## src/hw/rtl/mgc_pkg.sv

```systemverilog
`timescale 1ns / 1ps

package mgc_pkg;

   localparam int unsigned MGC_QUEUE_DEPTH = 4;

   localparam logic [1:0] RULE_198  = 2'd0;
   localparam logic [1:0] RULE_2565 = 2'd1;
   localparam logic [1:0] RULE_7883 = 2'd2;

   localparam logic REG_RULE = 1'b0;
   localparam logic REG_CAP  = 1'b1;

   localparam logic [1:0] RULE_RESET = RULE_7883;
   localparam logic       CAP_RESET  = 1'b1;

   localparam logic [63:0] LEN_CAP        = 64'd1024;
   localparam logic [63:0] HEAD_LEN       = 64'd32;
   localparam logic [63:0] SQ_LIMIT_198   = 64'd64;
   localparam logic [63:0] MIN_GAS_2565   = 64'd200;
   localparam logic [63:0] MIN_GAS_7883   = 64'd500;
   localparam logic [77:0] OFF_198_MID    = 78'd3072;
   localparam logic [77:0] OFF_198_HIGH   = 78'd199680;
   localparam logic [46:0] LIN_198_MID    = 47'd96;
   localparam logic [46:0] LIN_198_HIGH   = 47'd480;
   localparam logic [77:0] FLOOR_7883     = 78'd16;
   localparam logic [73:0] DIV_198        = 74'd20;
   localparam logic [73:0] DIV_2565       = 74'd3;
   localparam logic [73:0] DIV_7883       = 74'd1;
   // 1/5 and 1/3 as fixed-point reciprocals for one-digit division
   localparam logic [22:0] RECIP_5        = 23'd3277;
   localparam logic [22:0] RECIP_3        = 23'd683;
   localparam logic [10:0] DIGIT_DIV_198  = 11'd5;
   localparam logic [10:0] DIGIT_DIV_2565 = 11'd3;

   typedef struct packed {
      logic [1:0]   rule;
      logic         fin;
      logic [63:0]  fin_gas;
      logic         fin_inv;
      logic [63:0]  base_len;
      logic [63:0]  exp_len;
      logic [63:0]  mod_len;
      logic [255:0] head;
   } cls_type;

   typedef struct packed {
      logic [1:0]       rule;
      logic             fin;
      logic [63:0]      fin_gas;
      logic             fin_inv;
      logic             sat;
      logic [63:0]      mlen;
      logic             el_big;
      logic [63:0]      el_off;
      logic [3:0][6:0]  wlen;
      logic [67:0]      iter;
      logic [37:0]      x;
      logic [37:0]      pp_hh;
      logic [37:0]      pp_hl;
      logic [37:0]      pp_ll;
      logic [46:0]      lin;
      logic [75:0]      sq;
      logic [68:0]      cplx;
      logic [8:0][45:0] pp;
      logic [2:0][91:0] row;
      logic [137:0]     prod;
      logic [71:0]      num;
      logic [71:0]      quo;
      logic [2:0]       rem;
   } bk_type;

   function automatic logic [63:0] min_gas(input logic [1:0] rule);
      logic [63:0] g;
      case (rule)
         RULE_198:  g = '0;
         RULE_2565: g = MIN_GAS_2565;
         default:   g = MIN_GAS_7883;
      endcase
      return g;
   endfunction

   function automatic logic [6:0] bit_len64(input logic [63:0] x);
      logic [6:0] n;
      n = '0;
      for (int i = 0; i < 64; i++) begin
         if (x[i]) n = 7'(i + 1);
      end
      return n;
   endfunction

   // {quotient, remainder} of one 8-bit digit with incoming remainder
   function automatic logic [10:0] div_digit(input logic [10:0] v, input logic [1:0] rule);
      logic [22:0] t;
      logic [7:0]  q;
      logic [10:0] r;
      t = '0;
      case (rule)
         RULE_198: begin
            t = 23'(v) * RECIP_5;
            q = t[21:14];
            r = v - 11'(q) * DIGIT_DIV_198;
         end
         RULE_2565: begin
            t = 23'(v) * RECIP_3;
            q = t[18:11];
            r = v - 11'(q) * DIGIT_DIV_2565;
         end
         default: begin
            q = v[7:0];
            r = '0;
         end
      endcase
      return {q, r[2:0]};
   endfunction

endpackage

```

## src/hw/rtl/mgc_front.sv

```systemverilog
`timescale 1ns / 1ps

module mgc_front
   import mgc_pkg::*;
(
   input  logic [1:0]  cfg_rule,
   input  logic        cfg_cap,
   input  logic [63:0] base_length,
   input  logic        base_length_over,
   input  logic [63:0] exponent_length,
   input  logic        exponent_length_over,
   input  logic [63:0] modulus_length,
   input  logic        modulus_length_over,
   input  logic [63:0] head_word3,
   input  logic [63:0] head_word2,
   input  logic [63:0] head_word1,
   input  logic [63:0] head_word0,
   output cls_type     word
);

   logic [1:0] rule;
   logic       any_over;
   logic       too_long;

   always_comb begin
      rule = (cfg_rule == RULE_198 || cfg_rule == RULE_2565) ? cfg_rule : RULE_7883;
      any_over = base_length_over | exponent_length_over | modulus_length_over;
      too_long = any_over || (base_length > LEN_CAP) || (exponent_length > LEN_CAP)
               || (modulus_length > LEN_CAP);

      word.rule     = rule;
      word.fin      = 1'b0;
      word.fin_gas  = '0;
      word.fin_inv  = 1'b0;
      word.base_len = base_length;
      word.exp_len  = exponent_length;
      word.mod_len  = modulus_length;
      word.head     = {head_word3, head_word2, head_word1, head_word0};

      if (rule != RULE_7883 && base_length == '0 && !base_length_over
          && modulus_length == '0 && !modulus_length_over) begin
         word.fin     = 1'b1;
         word.fin_gas = min_gas(rule);
      end else if (cfg_cap) begin
         if (too_long) begin
            word.fin     = 1'b1;
            word.fin_inv = 1'b1;
         end
      end else if (any_over) begin
         word.fin     = 1'b1;
         word.fin_gas = '1;
      end
   end

endmodule

```

## config.mk

```make
export PLATFORM = sky130hd
export DESIGN_NAME = mgc_front
export DESIGN_NICKNAME = d
export VERILOG_FILES = /design/src/hw/rtl/mgc_pkg.sv /design/src/hw/rtl/mgc_front.sv
export SDC_FILE = /design/constraint.sdc
export NUM_CORES = 1
export LEC_CHECK = 0
export BUFFER_PORTS_ARGS = -buffer_cell sky130_fd_sc_hd__buf_2
export CAP_MARGIN = 15
export CORE_AREA = 5 5 370 372
export DETAILED_ROUTE_END_ITERATION = 8
export DIE_AREA = 0 0 375 377
export RECOVER_POWER = 25
export REMOVE_ABC_BUFFERS = 1
export SETUP_SLACK_MARGIN = 0.4
export SYNTH_ARGS = -nofsm -noshare
export SYNTH_HDL_FRONTEND = slang
export SYNTH_SLANG_ARGS = --single-unit
```

## constraint.sdc

```tcl
create_clock -name vclk -period 1.8
set_input_delay 0.18 -clock vclk [all_inputs]
set_output_delay 0.18 -clock vclk [all_outputs]
set_load 0.01 [all_outputs]
```

# Yosys cells after proc, flatten, opt, wreduce, memory -nomap -nowiden

Cells that the tools add are included.
Widths: inputs -> output; s select.

Output and inout port bits: 516
Bits in registers: 0
Word-level logic and storage cells: 31
Bits of input ports: 454

Muxes and demuxes: 9
Bitwise gates (word level): 2
$lt $le $gt $ge: 3
Equality and inequality tests: 3
Reductions and logical operators: 14

Operators by type and width:

| cell                 | count |
|---|---|
| $gt 64x11->1 const B | 3 |
| $mux 65              | 2 |
| $logic_not 64->1     | 2 |
| $mux 64              | 1 |
| $pmux 9 s2           | 1 |
| $eq 2x1->1 const B   | 2 |
| $logic_and 1x1->1    | 4 |
| $logic_not 2->1      | 2 |
| $logic_or 1x1->1     | 4 |
| $mux 1               | 4 |
| $logic_not 1->1      | 2 |
| $mux 2               | 1 |
| $ne 2x2->1 const B   | 1 |
| $or 1x1->1           | 2 |

# Depth between registers and ports, before layout

Depth after elaboration: 9
Mapped depth: 6
Gate-level depth less buffers: 5

# Least setup slack after synthesis

Ideal clock, no wire load.

Path type: input-to-output
Start point: input port base_length_over
End point: output port word[450] (netlist bit)
Path slack: -233 ps
Stages: 5
Arrival: 1,853 ps
Path buffers: 1
Path through: or4_4 > nor4_4 > nand3_2 > and2_2 > buf_4

RTL lines:

| element     | RTL line        | RTL |
|---|---|---|
| from (decl) | mgc_front.sv:9  | `input logic base_length_over,` |
| to (decl)   | mgc_front.sv:18 | `output cls_type word` |

==> flow_metrics.env <==
export IMPL_swShare_pct=61.9
export IMPL_cp_top_family="simple AND/OR/NAND/NOR gates"
export IMPL_synthCells=595
export IMPL_final_core_util_pct=4.53
export IMPL_start_kind="primary input"
export IMPL_final_seq_area_um2=0
export IMPL_setup_ws_ns=-0.410
export IMPL_postRouteAntennaNets=0
export IMPL_finalCritPeriodShare_pct=123
export IMPL_grt_pass1_vias=4577
export IMPL_wl_per_cell_um=57.1
export IMPL_hp_start="head_word3[2]"
export IMPL_yosys_area_top_type="buf_4"
export IMPL_wl_um=138000
export IMPL_criticalPathCategory="primary input to output pin"
export IMPL_ios=970
export IMPL_min_to="word[194]"
export IMPL_p_leak_nw=2.36
export IMPL_port_buffers=458
export IMPL_crit_buf_inv=5
export IMPL_end_kind="output pin"
export IMPL_pwr_share_seq_pct=0
export IMPL_critPathArrivalTime_ns=2.03
export IMPL_fin_nets=1080
export IMPL_placedInstanceArea_um2=5670
export IMPL_fp_dieH_um=377
export IMPL_worstPathCellList="buf_2 -> or4_4 -> nor4_4 -> buf_6 -> nand3_2 -> buf_6 -> and2_4 -> buf_16 -> buf_2"
export IMPL_core_um2=133000
export IMPL_fill_cells=15831
export IMPL_comb_power_share_pct=100.0
export IMPL_max_slew_worst_pin_slew_ns=0.464
export IMPL_power_mw=1.37
export IMPL_grt_max_degree=30
export IMPL_rsz0062_at_grt="yes"
export IMPL_nClkBuffers=0
export IMPL_syn_to_final_growth_pct=37.7
export IMPL_synth_area_leaders="buf_4, nor4_1, nand4_1"
export IMPL_hold_viol=0
export IMPL_crit_fanout=28
export IMPL_hold_path_depth=0
export IMPL_p_sw_uw=847
export IMPL_intPower_uw=520
export IMPL_start_util_pct=3.29
export IMPL_p_per_area_nw_per_um2=227
export IMPL_dr_pass1_iters=4
export IMPL_drtIter0Drc=216
export IMPL_synth_warning_count=0
export IMPL_hp_class="primary input to output pin"
export IMPL_synth_area_um2=4370
export IMPL_post_place_ws_ns=-0.696
export IMPL_slowest_delay_ns=0.57
export IMPL_maxCapViolCount=0
export IMPL_drive_above_1_share_pct=90.2
export IMPL_setup_viol_count_final=66
export IMPL_fin_area_um2=6020
export IMPL_dp_hpwl_um=127000
export IMPL_yosysSeqAreaShare_pct=0
export IMPL_post_route_drc_count=0
export IMPL_finalWeightedCongestion=0.847
export IMPL_via_per_inst=1.99
export IMPL_final_common_cell="buf_2"
export IMPL_hold_buffers=0
export IMPL_multi_input_area_um2=692
export IMPL_violations="setup timing"
export IMPL_antenna_found_initial=54
export IMPL_grtUsageTotal_pct=18.6
export IMPL_layout_common_cells="buf_2, buf_4, nor4_1, buf_6, nor4_2"
export IMPL_peakVddDrop_uv=73.4
export IMPL_fin_crit_ns=2.21
export IMPL_status="finished with violations"
export IMPL_overflow=0
export IMPL_crit_path_start="base_length_over"
export IMPL_yosys_cell_types_count=22
export IMPL_post_cts_buffers=0
export IMPL_cp_required_ns=1.62
export IMPL_grt_first_pass_wirelength_um=149000
export IMPL_num_vias=4815
export IMPL_die_area_um2=141000
export IMPL_design_seq_count=0
export IMPL_syn_avg_cell_area_um2=7.35
export IMPL_max_clock_freq_mhz=452
export IMPL_die_w_um=375
export IMPL_maxSlewHeadroom_pct=69.3
export IMPL_slew_viol_final=0
export IMPL_synth_top_area_share_pct=87.2
export IMPL_clkPwrFrac_pct=0
export IMPL_num_rows=134
export IMPL_worst_path_max_delay_cell="or4_4"
[synthesized netlist by cell type]
master / number
nor3_1: 3
nand4_1: 9
inv_1: 1
or3_1: 1
nand3_1: 4
a32oi_1: 1
or4_1: 3
nor4_1: 45
nand3_2: 1
or4_4: 1
o41ai_1: 1
nor2_1: 5
and4_1: 1
o31ai_1: 1
buf_4: 508
and2_2: 2
nor4_4: 1
clkbuf_1: 1
mux2_1: 2
nand2_1: 2
nor2b_1: 1
o21ai_0: 1
[power by group through the flow]
stage / sequential, mW / combinational (mW) / clock (mW)
floorplan: 0 / 0.106 / 0
detailed placement: 0 / 1.34 / 0
global route: 0 / 1.50 / 0.000000978
global placement: 0 / 1.34 / 0
finish: 0 / 1.37 / 0.00000174
CTS: 0 / 1.41 / 0
[repair_timing]
item                                    CTS  global route
resized for setup                        49             4
endpoints found under the hold margin     0             0
cloned                                    1             0
pin swaps                                 7             1
endpoints found under the setup margin   66            66
[cells by family after synthesis]
logic type,count (synthesis),share of synthesized area (%)
AO/OA/AOI/OAI,4,0.687
buffers and inverters,510,87.4
multiplexers,2,0.515
AND/OR/NAND/NOR,79,11.4
[metrics by stage]
stage,hold WS [ns],setup TNS (ns),instances
after floorplan,0.360,-54.04,86
final,0.360,-25.53,2415
after detailed placement,0.361,-41.93,2391
after global routing,0.360,-30.70,2405
after global placement,0.361,-43.17,2391
after CTS,0.361,-26.65,2392
[worst max path at each step]
stage,depth (start not counted),slack (ns),end
after floorplan,5,-0.95,word[449]
after global placement,12,-0.67,word[459]
after detailed placement,10,-0.70,word[513]
after CTS,11,-0.42,word[463]
after global routing,11,-0.49,word[496]
final,9,-0.41,word[501]
[metal layers]
metal	global-route usage, %	vias up	wire [µm]
met1	14.0	1978	35100
met3	31.8	108	50800
met5	7.55	-	1710
met4	0.863	54	1140
li1	-	1519	-
met2	23.9	1156	49200
[final cells by class]
cell class	count	share of cell area, %
Timing Repair Buffer	538	50.8
Tap cell	1768	36.7
Antenna cell	23	0.956
Inverter	1	0.0623
Multi-Input combinational cell	85	11.5
Note: power is estimated with default switching activity, not from simulation.
