File: src/hw/rtl/mgc_pkg.sv
`timescale 1ns / 1ps

package mgc_pkg;

   localparam int unsigned MGC_QUEUE_DEPTH = 4;

   localparam logic [1:0] RULE_198  = 2'd0;
   localparam logic [1:0] RULE_2565 = 2'd1;
   localparam logic [1:0] RULE_7883 = 2'd2;

   localparam logic REG_RULE = 1'b0;
   localparam logic REG_CAP  = 1'b1;

   localparam logic [1:0] RULE_RESET = RULE_7883;
   localparam logic       CAP_RESET  = 1'b1;

   localparam logic [63:0] LEN_CAP        = 64'd1024;
   localparam logic [63:0] HEAD_LEN       = 64'd32;
   localparam logic [63:0] SQ_LIMIT_198   = 64'd64;
   localparam logic [63:0] MIN_GAS_2565   = 64'd200;
   localparam logic [63:0] MIN_GAS_7883   = 64'd500;
   localparam logic [77:0] OFF_198_MID    = 78'd3072;
   localparam logic [77:0] OFF_198_HIGH   = 78'd199680;
   localparam logic [46:0] LIN_198_MID    = 47'd96;
   localparam logic [46:0] LIN_198_HIGH   = 47'd480;
   localparam logic [77:0] FLOOR_7883     = 78'd16;
   localparam logic [73:0] DIV_198        = 74'd20;
   localparam logic [73:0] DIV_2565       = 74'd3;
   localparam logic [73:0] DIV_7883       = 74'd1;
   // 1/5 and 1/3 as fixed-point reciprocals for one-digit division
   localparam logic [22:0] RECIP_5        = 23'd3277;
   localparam logic [22:0] RECIP_3        = 23'd683;
   localparam logic [10:0] DIGIT_DIV_198  = 11'd5;
   localparam logic [10:0] DIGIT_DIV_2565 = 11'd3;

   typedef struct packed {
      logic [1:0]   rule;
      logic         fin;
      logic [63:0]  fin_gas;
      logic         fin_inv;
      logic [63:0]  base_len;
      logic [63:0]  exp_len;
      logic [63:0]  mod_len;
      logic [255:0] head;
   } cls_type;

   typedef struct packed {
      logic [1:0]       rule;
      logic             fin;
      logic [63:0]      fin_gas;
      logic             fin_inv;
      logic             sat;
      logic [63:0]      mlen;
      logic             el_big;
      logic [63:0]      el_off;
      logic [3:0][6:0]  wlen;
      logic [67:0]      iter;
      logic [37:0]      x;
      logic [37:0]      pp_hh;
      logic [37:0]      pp_hl;
      logic [37:0]      pp_ll;
      logic [46:0]      lin;
      logic [75:0]      sq;
      logic [68:0]      cplx;
      logic [8:0][45:0] pp;
      logic [2:0][91:0] row;
      logic [137:0]     prod;
      logic [71:0]      num;
      logic [71:0]      quo;
      logic [2:0]       rem;
   } bk_type;

   function automatic logic [63:0] min_gas(input logic [1:0] rule);
      logic [63:0] g;
      case (rule)
         RULE_198:  g = '0;
         RULE_2565: g = MIN_GAS_2565;
         default:   g = MIN_GAS_7883;
      endcase
      return g;
   endfunction

   function automatic logic [6:0] bit_len64(input logic [63:0] x);
      logic [6:0] n;
      n = '0;
      for (int i = 0; i < 64; i++) begin
         if (x[i]) n = 7'(i + 1);
      end
      return n;
   endfunction

   // {quotient, remainder} of one 8-bit digit with incoming remainder
   function automatic logic [10:0] div_digit(input logic [10:0] v, input logic [1:0] rule);
      logic [22:0] t;
      logic [7:0]  q;
      logic [10:0] r;
      t = '0;
      case (rule)
         RULE_198: begin
            t = 23'(v) * RECIP_5;
            q = t[21:14];
            r = v - 11'(q) * DIGIT_DIV_198;
         end
         RULE_2565: begin
            t = 23'(v) * RECIP_3;
            q = t[18:11];
            r = v - 11'(q) * DIGIT_DIV_2565;
         end
         default: begin
            q = v[7:0];
            r = '0;
         end
      endcase
      return {q, r[2:0]};
   endfunction

endpackage

File: src/hw/rtl/mgc_queue.sv
`timescale 1ns / 1ps

module mgc_queue
   import mgc_pkg::*;
#(
   parameter int unsigned DEPTH = MGC_QUEUE_DEPTH
)
(
   input  logic    clock,
   input  logic    reset,
   input  logic    push,
   input  cls_type push_word,
   input  logic    pop,
   output cls_type head_word,
   output logic    full,
   output logic    empty
);

   localparam int unsigned PW = (DEPTH > 1) ? $clog2(DEPTH) : 1;
   localparam int unsigned CW = $clog2(DEPTH + 1);

   cls_type         mem_ff [DEPTH];
   logic [PW-1:0]   wr_ff, wr_in;
   logic [PW-1:0]   rd_ff, rd_in;
   logic [CW-1:0]   cnt_ff, cnt_in;

   always_comb begin
      wr_in  = wr_ff;
      rd_in  = rd_ff;
      cnt_in = cnt_ff;
      if (push) wr_in = (wr_ff == PW'(DEPTH - 1)) ? '0 : wr_ff + 1'b1;
      if (pop)  rd_in = (rd_ff == PW'(DEPTH - 1)) ? '0 : rd_ff + 1'b1;
      case ({push, pop})
         2'b10:   cnt_in = cnt_ff + 1'b1;
         2'b01:   cnt_in = cnt_ff - 1'b1;
         default: cnt_in = cnt_ff;
      endcase
   end

   always_ff @(posedge clock) begin
      if (reset) begin
         wr_ff  <= '0;
         rd_ff  <= '0;
         cnt_ff <= '0;
      end else begin
         wr_ff  <= wr_in;
         rd_ff  <= rd_in;
         cnt_ff <= cnt_in;
      end
   end

   always_ff @(posedge clock) begin
      if (push) mem_ff[wr_ff] <= push_word;
   end

   assign head_word = mem_ff[rd_ff];
   assign full      = (cnt_ff == CW'(DEPTH));
   assign empty     = (cnt_ff == '0);

endmodule

File: config.mk
export PLATFORM = sky130hd
export DESIGN_NAME = mgc_queue
export DESIGN_NICKNAME = d
export VERILOG_FILES = /design/src/hw/rtl/mgc_pkg.sv /design/src/hw/rtl/mgc_queue.sv
export SDC_FILE = /design/constraint.sdc
export NUM_CORES = 1
export LEC_CHECK = 0
export BUFFER_PORTS_ARGS = -buffer_cell sky130_fd_sc_hd__buf_2
export CAP_MARGIN = 20
export CORE_ASPECT_RATIO = 0.5
export CORE_MARGIN = 4
export CORE_UTILIZATION = 58
export CTS_BUF_LIST = sky130_fd_sc_hd__clkbuf_4
export CTS_CLUSTER_DIAMETER = 150
export DETAILED_ROUTE_END_ITERATION = 10
export PLACE_DENSITY_LB_ADDON = 0.1
export SLEW_MARGIN = 20
export SYNTH_ARGS = -nofsm -noshare
export SYNTH_HDL_FRONTEND = slang
export SYNTH_SLANG_ARGS = --single-unit
File: constraint.sdc
create_clock -name clock -period 16.05 [get_ports clock]
set_input_delay 0 -clock clock [delete_from_list [all_inputs] [get_ports clock]]
set_output_delay 0 -clock clock [all_outputs]
set_load 0.01 [all_outputs]
Yosys cells after proc, flatten, opt, wreduce, memory -nomap -nowiden
Memories as Yosys holds them, arrays and structs flattened. A register that Yosys moved wholly into a read port is not among the register bits.
Index checks and enable logic that the tools add are counted.
Storage, ports and cells
  register bits after elaboration: 7
  RAM bits: 2064
  input port bits: 520
  output and inout bits: 518
  word-level logic and storage cells: 22
  memories: 1
Cells by class
  add/sub/neg operators: 4
  equal/unequal tests: 5
  muxes and demuxes: 7
  reductions and logical operators: 2
Memory list
  mem_ff: depth 4, width 516, rd ports 1, clocked after memory_dff 1, wr ports 1, line mgc_queue.sv:22  | cls_type mem_ff [DEPTH];
Operator list (count)
  $mux 2: 4
  $eq 2x2->1 const B: 3
  $pmux 3 s2: 1
  $add 2x1->2 const B: 2
  $add 3x1->3 const B: 1
  $eq 3x3->1 const B: 1
  $logic_not 3->1: 1
  $sub 3x1->3 const B: 1
  $eq 2x1->1 const B: 1
  $mux 1: 2
  $reduce_bool 2->1: 1

Depth between registers and ports, before layout
Gate-level depths: netlist of the first run.
  depth in word-level cells: 4
  gate-level depth with buffers: 7
  gate-level depth less buffers: 7

Least setup slack after synthesis of the first run
OpenSTA, ideal clock, no wires.
  path kind: register to register
  start point: reg wr_ff[0]
  end point: mem mem_ff[0][0] (netlist bit) (enable)
  setup time: 0.946 ns
  data arrival time: 12.164 ns
  required time: 15.104 ns
  path slack: 2.940 ns
  stages on the path, launching flop included: 4
  path buffers: 0
  clock period less this slack: 13.110 ns
  cells stage by stage: dfxtp_1 > inv_1 > ha_1 > and2_1
RTL lines
  start: declaration: line mgc_queue.sv:23  | logic [PW-1:0] wr_ff, wr_in;
  start signal: assignment: line mgc_queue.sv:46  | wr_ff <= wr_in;
  end: declaration: line mgc_queue.sv:22
No word-level cell before the write port.

==> flow_summary.ini, run 1 <==
[cts]
cts_resized = 0
cts_sinks = 2073
cts.clk_slew.worst_paths_ps = 80
cts-root-buf = clkbuf_4
worstSkewPairLatency_ps = 1150
cts_made_buffers = 443
htreeDepth = 5
cts_tree = yes
hold_buffers = 1041
post_cts_buffers = 0
cts.path.max_buffers = 4

[power_and_ir_drop]
pwr_density_cell_nw_per_um2 = 116
peakVddDrop_mv = 0.0921
leakage_nw = 34.0
power_mw = 11.4

[timing]
setup_viol = 0
period_needed_ps = 5260
skew_ps = 72.7
finalHoldViolCount = 0
fmax_ghz = 0.190
rsz0062_at_grt = false
whs_ps = 180
worstMarginPinSlew_ps = 1070
tns_ps = 0
timing.final.crit_share_pct = 32.8
slew_viol_final = 0
max-slew-margin-rel_pct = 28.7

[place]
dp_hpwl_mm = 104
routabilityCongestion = 0.811
io_buffer_count = 1037

[grt]
track_usage_pct = 26.5
overflow = 0
grt_max_degree = 158
grt_pass1_vias = 43000
antenna_found_initial = 34
grt_pass1_wl_mm = 264

[logic_synthesis]
avgSynthCellArea_um2 = 27.3
yosysWarnings = 0
synth_area_leader_cell = edfxtp_1
ys_ff_latch = 2073
netlist_instances = 2743
ys_seq_area_share_pct = 83.1
synth_top_area_share_pct = 82.8
yosys-top-cells-area = edfxtp_1 (83%), mux4_2 (16%), buf_6 (0.41%), buf_2 (0.27%), dfxtp_1 (0.24%)
synth.distinct_cells = 21
synth_area_um2 = 74800
syn_nets = 3270

[flow_run]
maxCapViolations = 0

[floorplanning]
ios = 1038
die_x_um = 516
initial_core_util_pct = 58.9
core_um2 = 127000
dieArea_um2 = 135000
die_h_um = 262
fp-row-count = 92

[route]
drtIter0Drc = 2830
drt.antenna.violating_nets = 0
vias = 39700
post_drt_wl_per_cell_um = 24.8
remaining_drc_errors = 0
dr.pass1.iters = 5
drt-total-wl_mm = 180
vias_per_cell = 5.47

[cells_and_area]
post-route-util_pct = 77.1
drive_gt1_share_pct = 41.6
nets = 5718
area.growth.synth_to_final_pct = 30.9

[setup_path]
path_class = reg -> out
cp_max_fo = 149
startpoint_type = flop
critPathCaptureType = primary output
cpPeakStageDelay_ps = 880
crit_chain = buf_12 > buf_4 > buf_4 > mux4_2 > buf_2
cp_data_required_time_ps = 16050
critical_path_arrival_ps = 5260
slowest_stage = dfxtp_4
crit_path_frequent_cell = buf_4

[min_path]
hold_path_class = in -> reg

[outcome]
outcome = completed
-- critical path: cells and delay by family, from the launching register on --
kind                   cells  cell delay [ps]
buffers and inverters      4             2550
flip-flops                 1              880
multiplexers               1              440
-- layer usage --
metal | up-vias | track usage [%] | share of wire, %
met5 | - | 0 | 0.012
met2 | 1448 | 46.9 | 55
li1 | 17300 | - | -
met4 | 4 | 15.9 | 6.2
met3 | 458 | 5.61 | 5.4
met1 | 20500 | 30.0 | 34
-- kinds of logic after synthesis --
kind of cell             share of synthesized area, %
flip-flops                                       83.1
AND/OR/NAND/NOR                                 0.112
multiplexers                                     15.6
XOR/XNOR                                       0.0234
adder cells (fa/ha/maj)                         0.127
buffers and inverters                            1.06
AO/OA/AOI/OAI                                  0.0334
-- worst paths after layout --
kind | cells after the start | slack [ps] | endpoint | start
worst min register to register | 2 | 540 | cnt_ff[1] | cnt_ff[1]
worst min-delay path | 3 | 180 | mem_ff[2][100] | push
worst max-delay path | 5 | 10790 | head_word[228] | flop
worst max register to register | 6 | 11920 | mem_ff[2][194] | wr_ff[0]
-- cells in the mapped netlist, drive strengths merged --
cell,count
edfxtp,2064
mux4,516
buf,94
clkbuf,21
dfxtp,9
inv,7
nor2,7
ha,6
a21oi,4
and2,4
mux2i,2
nor3b,2
xor2,2
and3,1
fa,1
nor3,1
o21ai,1
or3,1
-- flip-flops by register name, summed over array words and instances (netlist names), named ones only --
register / cells
cnt_ff: 3
rd_ff: 2
mem_ff: 2064
wr_ff: 2
-- per-stage QoR --
| stage | worst slack, ps | cell area (um2) | cells |
|---|---|---|---|
| floorplan | 2940 | 74800 | 2743 |
| global placement | 11900 | 81800 | 5397 |
| detailed placement | 11890 | 81800 | 5397 |
| CTS | 10630 | 97800 | 7212 |
| global route | 10430 | 97900 | 7243 |
| finish | 10790 | 97900 | 7251 |
-- cell type report --
| class | count | area (um2) |
|---|---|---|
| clock inverters | 107 | 579 |
| flip-flops and latches | 2073 | 62200 |
| fillers | 7012 | 29100 |
| repair buffers | 2118 | 16000 |
| well taps | 1692 | 2120 |
| inverters | 7 | 26.3 |
| clock buffers | 667 | 5010 |
| diodes | 39 | 97.6 |
| multi-input cells | 548 | 11900 |
-- cells in the final DEF (no fill, tap or decap), types with 5 or more instances in the layout --
cell type      netlist  final
clkbuf_4             0    667
bufinv_16            0      5
edfxtp_1          2064   2064
inv_2                0      8
mux4_2             516    516
inv_1                7      7
buf_2               41   1037
dlygate4sd3_1        0   1041
diode_2              0     39
buf_4               21     30
dfxtp_1              9      7
buf_12               0      9
nor2_1               7      7
clkinv_1             0     78
ha_1                 6      6
clkinv_2             0      8
-- power by group --
group          switching, mW  internal [mW]
sequential            0.0529           6.18
combinational          0.616          0.578
clock                   1.98           1.97
total                   2.64           8.73
Power figures use the tool's default switching activity.
==> run 2, diff against run 1 <==
Clock period 16.05 ns to 5.1 ns, I/O delays scaled along.
==> run 2 against run 1 <==
- core utilization is 0.32 points higher
- register-to-register slack worse by 9400 ps
- combinational power rose to 3.2 times the previous value
- clock skew shrank 7.8 ps
- critical path type unchanged
- critical endpoint is now head_word[126]
- highest routed layer unchanged
==> flow_summary.ini, run 2 (synthesis results as in run 1) <==
[outcome]
outcome = completed

[power_and_ir_drop]
peakVddDrop_mv = 0.337
leakage_nw = 34.1
pwr_density_cell_nw_per_um2 = 366
p_sw_mw = 8.31
p_clk_share_pct = 34.8
pwr-share-comb_pct = 10.6
seq_power_share_pct = 54.5
intPower_mw = 27.6
netSwitchingFraction_pct = 23.1

[grt]
grt_pass1_wl_mm = 267
grt_pass1_vias = 43300
track_usage_pct = 26.8
antenna_found_initial = 29
overflow = 0
grt_max_degree = 139

[cts]
cts_made_buffers = 439
cts-root-buf = clkbuf_4
worstSkewPairLatency_ps = 1140
cts_sinks = 2073
cts_tree = yes
cts_resized = 0
cts.path.max_buffers = 4
cts.clk_slew.worst_paths_ps = 80
htreeDepth = 5

[route]
remaining_drc_errors = 0
vias = 39800
drt.antenna.violating_nets = 0
post_drt_wl_per_cell_um = 25.1
vias_per_cell = 5.49
dr.pass1.iters = 7
drtIter0Drc = 2757
drt-total-wl_mm = 182

[timing]
timing.final.crit_share_pct = 67.5
tns_ps = 0
setup_viol = 0
max-slew-margin-rel_pct = 29.5
slew_viol_final = 0
finalHoldViolCount = 0
worstMarginPinSlew_ps = 1060
rsz0062_at_grt = false
fmax_ghz = 0.290
period_needed_ps = 3440
skew_ps = 64.9

[setup_path]
path_class = reg -> out
cp_top_family = flip-flops
cpPeakStageDelay_ps = 920
cp_data_required_time_ps = 5100
critPathBufInv = 2
r2r_start = wr_ff[0]
crit_chain = buf_4 > mux4_2 > buf_2
slowest_stage = dfxtp_4
critPathCaptureType = primary output
critical_path_arrival_ps = 3440
startpoint_type = flop
cp_max_fo = 36

[cells_and_area]
area.growth.synth_to_final_pct = 31.4
fill_cells = 6934
layout_common_cells = edfxtp_1 (2064), dlygate4sd3_1 (1041), buf_2 (1037)
largest_register_ffs = 2064
drive_gt1_share_pct = 41.7
regMostFlops = mem_ff
nets = 5729
fin_cells = 7247
final_common_cell = edfxtp_1
top_regs = mem_ff: 2064 flops, cnt_ff: 3 flops

[place]
dp.cells = 5412
dp_hpwl_mm = 104
io_buffer_count = 1037
routabilityCongestion = 0.794

[floorplanning]
ios = 1038
die_x_um = 516
core_um2 = 127000
dieArea_um2 = 135000
initial_core_util_pct = 58.9
fp-row-count = 92
die_h_um = 262

[flow_run]
maxCapViolations = 0

[min_path]
min_from = push_word[150]
hold_path_class = in -> reg
==> run 2: changes by cell type in the layout (fill, tap and decap cells not counted), sizes merged <==
cell	before	now
bufinv	5	10
inv	19	13
buf	1077	1092
clkbuf	667	654
clkinv	87	85
diode	39	37
clkinvlp	3	2
==> run 2: path summary, 6_finish.rpt <==
kind | endpoint | slack (ps) | cells after the start
hold reg to reg | cnt_ff[2] | 510 | 2
hold / removal | mem_ff[2][150] | 200 | 3
setup / recovery | head_word[126] | 1660 | 3
setup reg to reg | mem_ff[0][346] | 2550 | 4
==> run 2: worst reg2reg max path: stages, from the launching register on <==
cell and delay (ps):
dfxtp_1 360, inv_1 110, ha_1 150, and2_4 800
buf_4 700
==> run 2: layer usage <==
layer / part of all wire [%] / vias to the layer above / global-route usage, %
met4: 6.0 / 4 / 15.4
met3: 4.9 / 419 / 5.69
met5: 0.013 / - / 0
li1: - / 17300 / -
met2: 55 / 1414 / 48.2
met1: 34 / 20700 / 29.9
==> run 2: cell type report <==
| cell class | count | area, um2 | area share [%] |
|---|---|---|---|
| sequential | 2073 | 62200 | 63.2 |
| timing repair buffer | 2133 | 16400 | 16.7 |
| multi-input combinational | 548 | 11900 | 12.1 |
| clock buffer | 654 | 4910 | 4.99 |
| tap | 1692 | 2120 | 2.15 |
| clock inverter | 103 | 699 | 0.712 |
| antenna | 37 | 92.6 | 0.0942 |
| inverter | 7 | 26.3 | 0.0267 |
==> run 2: metrics by stage <==
| stage | hold WS [ps] | total power [mW] | cell area (um2) | util [%] | worst slack, ps |
|---|---|---|---|---|---|
| 5_1_grt | 84.5 | 37.5 | 98300 | 77.4 | 1310 |
| 3_5_place_dp | 215 | 23.2 | 82200 | 64.7 | 2560 |
| 3_3_place_gp | 210 | 23.1 | 82200 | 64.7 | 2560 |
| 2_1_floorplan | 69.1 | 21.7 | 74800 | - | 521 |
| 6_report | 201 | 36.0 | 98300 | 77.4 | 1660 |
| 4_1_cts | 47.6 | 36.2 | 98200 | 77.3 | 1440 |
==> run 2: power by group through the flow <==
stage / clock network, mW / registers [mW] / logic [mW]
after floorplan: 0 / 20.0 / 1.70
after global placement: 0 / 19.9 / 3.13
after detailed placement: 0 / 20.0 / 3.16
after CTS: 12.8 / 19.6 / 3.84
after global routing: 13.8 / 19.7 / 4.03
final: 12.5 / 19.6 / 3.81
==> run 2: repair_timing <==
item | CTS | global route
buffers inserted | 0 | 0
endpoints found under the hold margin | 2902 | 0
hold buffers | 1041 | 0
